$ cat config.mk
export PLATFORM = sky130hd
export DESIGN_NAME = wildcard_ip_block_table_unit
export DESIGN_NICKNAME = d
export VERILOG_FILES = /design/src/hw/rtl/wibt_pkg.sv /design/src/hw/rtl/wildcard_ip_block_table_unit.sv /design/src/hw/rtl/wibt_engine.sv
export SDC_FILE = /design/constraint.sdc
export NUM_CORES = 2
export LEC_CHECK = 0
export BUFFER_PORTS_ARGS = -buffer_cell sky130_fd_sc_hd__buf_2
export CAP_MARGIN = 20
export CORE_MARGIN = 8
export CORE_UTILIZATION = 46
export CTS_BUF_LIST = sky130_fd_sc_hd__clkbuf_8 sky130_fd_sc_hd__clkbuf_16
export DETAILED_ROUTE_END_ITERATION = 10
export PLACE_DENSITY_LB_ADDON = 0.05
export SLEW_MARGIN = 10
export SYNTH_ARGS = -nofsm -noshare
export SYNTH_HDL_FRONTEND = slang
export SYNTH_SLANG_ARGS = --single-unit
$ cat constraint.sdc
create_clock -name clk -period 12.5 [get_ports clk]
set_input_delay 3.75 -clock clk [delete_from_list [all_inputs] [get_ports clk]]
set_output_delay 3.75 -clock clk [all_outputs]
set_load 0.01 [all_outputs]
$ cat src/hw/rtl/wibt_pkg.sv
// shared types, codes and helpers of the ipv4 wildcard block table
// no dependencies; used by wibt_engine, wildcard_ip_block_table_unit, wibt_result_checker and the testbench
package wibt_pkg;

    localparam int TABLE_DEPTH_DEF = 64;

    localparam logic [31:0] LOOPBACK_ADDR = 32'h0100_007F;
    localparam logic [7:0]  OCTET_MASK    = 8'hFF;

    typedef enum logic [1:0] {
        REQ_LOOKUP = 2'd0,
        REQ_ADD    = 2'd1,
        REQ_REMOVE = 2'd2,
        REQ_CLEAR  = 2'd3
    } req_t;

    typedef enum logic [1:0] {
        ST_DONE     = 2'd0,
        ST_FULL     = 2'd1,
        ST_LOOPBACK = 2'd2
    } status_t;

    // one request item as handed to the engine
    typedef struct packed {
        req_t        req;
        logic [31:0] address;
        logic [3:0]  wild;
    } item_t;

    // result of one request
    typedef struct packed {
        logic        valid;
        logic        blocked;
        status_t     status;
        logic [6:0]  count;
    } result_t;

    // engine status seen by the top level
    typedef struct packed {
        logic idle;
        logic full;
    } eng_stat_t;

    // ones on compared octets, zeros on wildcard octets
    function automatic logic [31:0] care_mask(input logic [3:0] wild);
        logic [31:0] m;
        m = '0;
        for (int i = 0; i < 4; i++) begin
            m[i*8 +: 8] = wild[i] ? 8'h00 : OCTET_MASK;
        end
        return m;
    endfunction

endpackage

$ cat src/hw/rtl/wildcard_ip_block_table_unit.sv
// top level of the ipv4 wildcard block table: stream ports and result register
// depends on wibt_pkg and wibt_engine
//
// channel   dir  handshake                     payload
// s_axis    in   s_axis_tvalid/s_axis_tready   tuser: req_type, tdata: address, wild_octets
// m_axis    out  m_axis_tvalid/m_axis_tready   tdata: blocked, status, entry_count
//
// lookup and remove walk the held entries one per cycle through the single read
// port of the entry memory; a lookup stops early at the first matching entry
// add and clear go straight to their result without a walk of the table
// the engine is back to idle in the cycle after its result is loaded
// reset empties the table at once, no clearing pass; entry contents are not reset
// a result waits in the output register while the next item is taken; the
// engine holds its next result until that register is free
module wildcard_ip_block_table_unit #(
    parameter int TABLE_DEPTH = wibt_pkg::TABLE_DEPTH_DEF
) (
    input  logic        clk,
    input  logic        rst_n,
    input  logic        s_axis_tvalid,
    output logic        s_axis_tready,
    input  logic [39:0] s_axis_tdata,   // [31:0] address, [35:32] wild_octets, [39:36] zero
    input  logic [1:0]  s_axis_tuser,   // [1:0] req_type
    output logic        m_axis_tvalid,
    input  logic        m_axis_tready,
    output logic [15:0] m_axis_tdata    // [0] blocked, [2:1] status, [9:3] entry_count
);

    wibt_pkg::item_t     item;
    wibt_pkg::result_t   res;
    wibt_pkg::eng_stat_t stat;
    logic                start;
    logic                res_ready;
    logic                res_load;

    logic                out_valid_reg;
    logic [9:0]          out_data_reg;

    // an item is taken whenever the engine is idle
    assign s_axis_tready = stat.idle;
    assign start         = s_axis_tvalid && s_axis_tready;

    assign item.req     = wibt_pkg::req_t'(s_axis_tuser);
    assign item.address = s_axis_tdata[31:0];
    assign item.wild    = s_axis_tdata[35:32];

    // output register is free when empty or being drained this cycle
    assign res_ready = !out_valid_reg || m_axis_tready;
    assign res_load  = res.valid && res_ready;

    wibt_engine #(
        .TABLE_DEPTH(TABLE_DEPTH)
    ) u_engine (
        .clk       (clk),
        .rst_n     (rst_n),
        .start     (start),
        .item      (item),
        .res_ready (res_ready),
        .res       (res),
        .stat      (stat)
    );

    always_ff @(posedge clk or negedge rst_n)
    begin
        if (!rst_n)
        begin
            out_valid_reg <= 1'b0;
        end
        else if (res_load)
        begin
            out_valid_reg <= 1'b1;
        end
        else if (m_axis_tready)
        begin
            out_valid_reg <= 1'b0;
        end
    end

    // payload needs no reset
    always_ff @(posedge clk)
    begin
        if (res_load)
        begin
            out_data_reg <= {res.count, res.status, res.blocked};
        end
    end

    assign m_axis_tvalid = out_valid_reg;
    assign m_axis_tdata  = {6'd0, out_data_reg};

`ifndef SYNTHESIS
    // the engine goes busy right after taking an item
    a_busy_after_accept: assert property (@(posedge clk) disable iff (!rst_n)
        start |=> !s_axis_tready)
        else $error("engine still ready after accepting an item");

    // a dropped add is only reported on a full table
    a_full_status: assert property (@(posedge clk) disable iff (!rst_n)
        (res_load && (res.status == wibt_pkg::ST_FULL)) |-> stat.full)
        else $error("full status reported on a table that is not full");

    // a result is only loaded while the engine is not idle
    a_load_not_idle: assert property (@(posedge clk) disable iff (!rst_n)
        res_load |-> !stat.idle)
        else $error("result loaded from an idle engine");
`endif

endmodule

$ cat src/hw/rtl/wibt_engine.sv
// request sequencer and entry memory of the ipv4 wildcard block table
// depends on wibt_pkg
module wibt_engine #(
    parameter int TABLE_DEPTH = wibt_pkg::TABLE_DEPTH_DEF
) (
    input  logic               clk,
    input  logic               rst_n,
    input  logic               start,
    input  wibt_pkg::item_t    item,
    input  logic               res_ready,
    output wibt_pkg::result_t  res,
    output wibt_pkg::eng_stat_t stat
);

    localparam int CNT_W = $clog2(TABLE_DEPTH + 1);
    localparam int IDX_W = (TABLE_DEPTH > 1) ? $clog2(TABLE_DEPTH) : 1;

    typedef enum logic [1:0] {
        S_IDLE,
        S_SCAN,
        S_DONE
    } state_t;

    typedef struct packed {
        logic [3:0]  wild;
        logic [31:0] address;
    } entry_t;

    // entry memory, one write and one registered read port
    entry_t mem [TABLE_DEPTH];

    state_t            state_reg, state_next;
    wibt_pkg::req_t    req_reg, req_next;
    logic [31:0]       addr_reg, addr_next;
    logic [3:0]        wild_reg, wild_next;
    logic [31:0]       norm_reg, norm_next;
    logic [CNT_W-1:0]  rd_ptr_reg, rd_ptr_next;
    logic [CNT_W-1:0]  keep_reg, keep_next;
    logic              pend_reg, pend_next;
    logic [CNT_W-1:0]  count_reg, count_next;
    logic              blocked_reg, blocked_next;
    wibt_pkg::status_t status_reg, status_next;

    logic              wr_en;
    logic [IDX_W-1:0]  wr_idx;
    entry_t            wr_data;
    logic [IDX_W-1:0]  rd_idx;
    entry_t            rd_data_reg;

    logic [31:0]       in_norm;
    logic [31:0]       rd_care;
    logic              issue;
    logic              hit;
    logic              same;
    logic              full;
    logic [31:0]       count_wide;

    assign in_norm = item.address & wibt_pkg::care_mask(item.wild);
    assign rd_care = wibt_pkg::care_mask(rd_data_reg.wild);
    assign full    = (count_reg == CNT_W'(TABLE_DEPTH));
    assign hit     = pend_reg && ((addr_reg & rd_care) == (rd_data_reg.address & rd_care));
    assign same    = pend_reg && (rd_data_reg.address == norm_reg)
                     && (rd_data_reg.wild == wild_reg);

    always_comb
    begin
        state_next   = state_reg;
        req_next     = req_reg;
        addr_next    = addr_reg;
        wild_next    = wild_reg;
        norm_next    = norm_reg;
        rd_ptr_next  = rd_ptr_reg;
        keep_next    = keep_reg;
        pend_next    = pend_reg;
        count_next   = count_reg;
        blocked_next = blocked_reg;
        status_next  = status_reg;
        wr_en        = 1'b0;
        wr_idx       = count_reg[IDX_W-1:0];
        wr_data      = '{wild: item.wild, address: in_norm};
        rd_idx       = rd_ptr_reg[IDX_W-1:0];
        issue        = 1'b0;

        case (state_reg)
            S_IDLE:
            begin
                if (start)
                begin
                    req_next     = item.req;
                    addr_next    = item.address;
                    wild_next    = item.wild;
                    norm_next    = in_norm;
                    blocked_next = 1'b0;
                    status_next  = wibt_pkg::ST_DONE;
                    rd_ptr_next  = '0;
                    keep_next    = '0;
                    pend_next    = 1'b0;
                    case (item.req)
                        wibt_pkg::REQ_LOOKUP, wibt_pkg::REQ_REMOVE:
                        begin
                            state_next = S_SCAN;
                        end
                        wibt_pkg::REQ_ADD:
                        begin
                            if (in_norm == wibt_pkg::LOOPBACK_ADDR)
                            begin
                                status_next = wibt_pkg::ST_LOOPBACK;
                            end
                            else if (full)
                            begin
                                status_next = wibt_pkg::ST_FULL;
                            end
                            else
                            begin
                                wr_en      = 1'b1;
                                count_next = count_reg + CNT_W'(1);
                            end
                            state_next = S_DONE;
                        end
                        wibt_pkg::REQ_CLEAR:
                        begin
                            count_next = '0;
                            state_next = S_DONE;
                        end
                        default:
                        begin
                            state_next = S_DONE;
                        end
                    endcase
                end
            end
            S_SCAN:
            begin
                // one read issued per cycle, its data checked in the next
                issue       = (rd_ptr_reg < count_reg);
                rd_ptr_next = rd_ptr_reg + CNT_W'(issue);
                pend_next   = issue;
                if (req_reg == wibt_pkg::REQ_LOOKUP)
                begin
                    if (hit)
                    begin
                        blocked_next = 1'b1;
                        pend_next    = 1'b0;
                        state_next   = S_DONE;
                    end
                    else if (!issue && !pend_reg)
                    begin
                        state_next = S_DONE;
                    end
                end
                else
                begin
                    // compaction: survivors move down to the keep slot,
                    // which never passes the slot being read
                    if (pend_reg && !same)
                    begin
                        wr_en     = 1'b1;
                        wr_idx    = keep_reg[IDX_W-1:0];
                        wr_data   = rd_data_reg;
                        keep_next = keep_reg + CNT_W'(1);
                    end
                    if (!issue && !pend_reg)
                    begin
                        count_next = keep_reg;
                        state_next = S_DONE;
                    end
                end
            end
            S_DONE:
            begin
                if (res_ready)
                begin
                    state_next = S_IDLE;
                end
            end
            default:
            begin
                state_next = S_IDLE;
            end
        endcase
    end

    always_ff @(posedge clk or negedge rst_n)
    begin
        if (!rst_n)
        begin
            state_reg   <= S_IDLE;
            pend_reg    <= 1'b0;
            count_reg   <= '0;
            rd_ptr_reg  <= '0;
            keep_reg    <= '0;
            req_reg     <= wibt_pkg::REQ_LOOKUP;
            blocked_reg <= 1'b0;
            status_reg  <= wibt_pkg::ST_DONE;
        end
        else
        begin
            state_reg   <= state_next;
            pend_reg    <= pend_next;
            count_reg   <= count_next;
            rd_ptr_reg  <= rd_ptr_next;
            keep_reg    <= keep_next;
            req_reg     <= req_next;
            blocked_reg <= blocked_next;
            status_reg  <= status_next;
        end
    end

    always_ff @(posedge clk)
    begin
        addr_reg <= addr_next;
        wild_reg <= wild_next;
        norm_reg <= norm_next;
    end

    always_ff @(posedge clk)
    begin
        if (wr_en)
        begin
            mem[wr_idx] <= wr_data;
        end
        rd_data_reg <= mem[rd_idx];
    end

    assign count_wide  = 32'(count_reg);
    assign res.valid   = (state_reg == S_DONE);
    assign res.blocked = blocked_reg;
    assign res.status  = status_reg;
    assign res.count   = count_wide[6:0];

    assign stat.idle = (state_reg == S_IDLE);
    assign stat.full = full;

endmodule

==> impl_metrics.yaml <==
cells_and_area:
  fin_nets: 4168
  multi_input_area_mm2: 0.0205
  synthToLayoutAreaGrowth_pct: 14.0
  final_cell_count_no_fill: 7007
  seq_area_mm2: 0.0730
  drive_above_1_share_pct: 32.7
  largest_register_ffs: 2304
  n_fill_cell: 15376
  fin_area_mm2: 0.107
clocking:
  cts_hold_buf: 0
  htree_levels: 5
  clk_path_buf_depth: 4
  clk_latency_ns: 0.90
  clk_pin_slew_ns: 0.06
  numCtsBuffers: 277
  clock-sinks: 2448
  cts_tree: "built"
  post-cts-setup-buffers: 0
  root_buffer: "clkbuf_16"
  cts_resized: 0
worst_setup_path:
  critPathBufInv: 3
  path_delay_family: "simple AND/OR/NAND/NOR gates"
  crit_type: "in -> reg"
  cp-start-kind: "input port"
  slowest_delay_ns: 0.68
  arrival_ns: 7.33
  end_kind: "register"
  path_max_fanout: 28
  critical_path.cell_chain: "buf_2 > a21oi_1 > nor4_2 > buf_4 > or3_1 > o2bb2ai_1 > nand2b_1 > nor2_4 > buf_4"
  critical_path_required_ns: 13.03
  cp_slowest_cell: "a21oi_1"
  worst_path_most_repeated_cell: "buf_4"
floorplanning:
  core_area_mm2: 0.202
  ios: 64
  dieHeight_um: 468
  die_area_mm2: 0.219
  fp.dieW_um: 468
  placementRows: 165
  start_util_pct: 46.4
grt:
  grt_pass1_vias: 44250
  overflow: 0
  antenna_found_initial: 31
  grt_start_max_net_pins: 148
  grt_pass1_wl_um: 326000
  grtUsageTotal_pct: 21.0
yosys:
  ys_top_cells_by_area: "edfxtp_1, mux4_2, dfrtp_1"
  ys_async_sr_fraction_pct: 1.23
  netlist_area_mm2: 0.0938
  yosys-top-cells-count: "edfxtp_1, mux4_2, clkbuf_1, nor2_1, buf_2"
  syn_avg_cell_area_um2: 24.4
  ys.flop_type: "edfxtp_1"
  synthCells: 3837
  synth_edf_count: 2382
  synth_top_area_cell: "edfxtp_1"
  yosysMostFrequentCell: "edfxtp_1"
  ys_seq_area_share_pct: 77.8
  yosys_warnings: 0
  ys_ff_latch: 2448
  synth_cell_types: 56
  yosys.area.top_type_share_pct: 76.3
routing:
  met3WireLength_um: 16100
  met1_length_um: 94600
  met2RoutedLength_um: 114000
  ant_nets: 0
  first_pass_iters: 7
  drc: 0
  vias: 41737
  drtIter0Drc: 4193
  vias_per_cell: 5.96
  routedWlPerCell_um: 32.7
  drt-total-wl_um: 229000
  top_layer_used: "met5"
place:
  gp_congestion: 0.809
  dpl_cell_area_mm2: 0.0981
  portBuffers: 53
  dp_hpwl_um: 130000
  post-place-cells: 6495
sta:
  rsz0062_at_grt: "no"
  fmax_mhz: 147
  max-slew-margin-rel_pct: 26.4
  report.final.hold_viol_count: 0
  setup_tns_ns: 0
  post-route-min-period_ns: 6.80
  setup-violations-final: 0
  fin_skew_ns: 0.0372
  whs_ns: 0.454
  period_share_pct: 54.4
  drv_slew: 0
  worstMarginPinSlew_ns: 1.10
power_and_ir_drop:
  p_comb_share_pct: 20.1
  p_total_mw: 21.8
  power.switching_mw: 5.76
  swShare_pct: 26.4
  power_frac_seq_pct: 44.8
  power.leakage_nw: 32.9
  power_density_mw_per_mm2: 204
  clkPwrFrac_pct: 35.1
  ir_drop_uv: 144
  intPower_mw: 16.1
hold_path:
  hold_path_class: "reg -> reg"
status:
  status: "finished clean"
run:
  maxCapViolations: 0
[routing by layer]
| metal | global-route usage (%) | vias up |
|---|---|---|
| met5 | 0 | - |
| met4 | 5.48 | 6 |
| met3 | 4.57 | 277 |
| met2 | 34.6 | 1327 |
| met1 | 28.6 | 23010 |
| li1 | - | 17117 |
[per-stage QoR]
step                util [%]  setup WS [ns]
floorplan                  -           4.72
global placement        48.5           4.76
detailed placement      48.5           4.72
CTS                     52.7           5.68
global route            52.8           5.67
finish                  52.8           5.70
[worst register-to-register path, cell delays in order (launching register included)]
cell and delay, ns:
dfrtp_1 0.61, inv_2 0.12, nor2_2 0.33, o21ai_1 0.45, a311oi_4 0.43, buf_4 0.55, mux2i_1 0.82, nand2_1 0.72
nor2_4 0.33, buf_4 0.56
[cell families after synthesis]
group	count (synthesis)	synth area share (%)
XOR/XNOR	71	0.663
multiplexers	805	18.7
AO/OA/AOI/OAI	66	0.482
adder cells (fa/ha/maj)	11	0.147
flip-flops	2448	77.8
other	1	0.00400
AND/OR/NAND/NOR	231	1.20
buffers and inverters	204	0.935
[final timing paths]
kind / from / to / slack, ns / depth (start not counted)
worst max-delay path: s_axis_tdata[33] / u_engine.mem[15][11] / 5.70 / 9
worst min-delay path: u_engine.status_reg[1] / out_data_reg[2] / 0.45 / 0
worst max register to register: u_engine.state_reg[0] / u_engine.mem[1][9] / 7.08 / 9
worst min register to register: u_engine.status_reg[1] / out_data_reg[2] / 0.45 / 0
max in group asynchronous: rst_n / u_engine.rd_ptr_reg[1] / 9.09 / 1
min in group asynchronous: rst_n / u_engine.count_reg[6] / 2.89 / 1
[power groups by stage]
stage,sequential [mW],combinational (mW),clock (mW)
after floorplan,9.78,3.03,0
after global routing,9.79,4.69,8.16
after detailed placement,9.96,4.44,0
final,9.77,4.40,7.67
after CTS,9.78,4.45,7.84
after global placement,9.94,4.33,0
[placed cells by master, fill, tap and decap left out, types with 4 or more instances in the layout]
cell type | Yosys | final
clkinv_1 | 0 | 56
dfxtp_1 | 36 | 36
and3_1 | 4 | 4
nand3_1 | 7 | 7
mux2_2 | 36 | 29
a32o_1 | 4 | 4
clkinv_2 | 0 | 36
a22o_1 | 7 | 7
clkbuf_16 | 0 | 285
a21oi_1 | 18 | 18
edfxtp_1 | 2382 | 2382
nor2_1 | 81 | 19
dfrtp_4 | 0 | 4
dfrtp_1 | 30 | 25
conb_1 | 1 | 6
xnor2_1 | 36 | 36
o21ai_0 | 10 | 10
clkbuf_8 | 0 | 4
mux4_2 | 756 | 756
nor2_4 | 0 | 62
mux2i_1 | 9 | 9
nor4_1 | 15 | 13
xor2_1 | 35 | 35
nor3_1 | 4 | 4
ha_1 | 11 | 11
nand4_1 | 13 | 13
nor2b_1 | 36 | 34
buf_2 | 56 | 53
bufinv_16 | 0 | 22
inv_6 | 0 | 4
mux2_4 | 0 | 8
buf_4 | 7 | 115
nand2_1 | 45 | 45
inv_1 | 10 | 69
clkinvlp_4 | 0 | 7
buf_12 | 0 | 13
nand2b_1 | 15 | 15
o21ai_1 | 4 | 4
diode_2 | 0 | 32
[area by class of cell]
type / count / area share, %
Sequential cell: 2448 / 68.3
Multi-Input combinational cell: 1190 / 19.1
Clock buffer: 289 / 6.72
Tap cell: 2672 / 3.13
Timing Repair Buffer: 181 / 1.30
Clock inverter: 182 / 1.26
Antenna cell: 32 / 0.0749
Inverter: 13 / 0.0480
No activity file was read; power rests on OpenSTA's default activity.
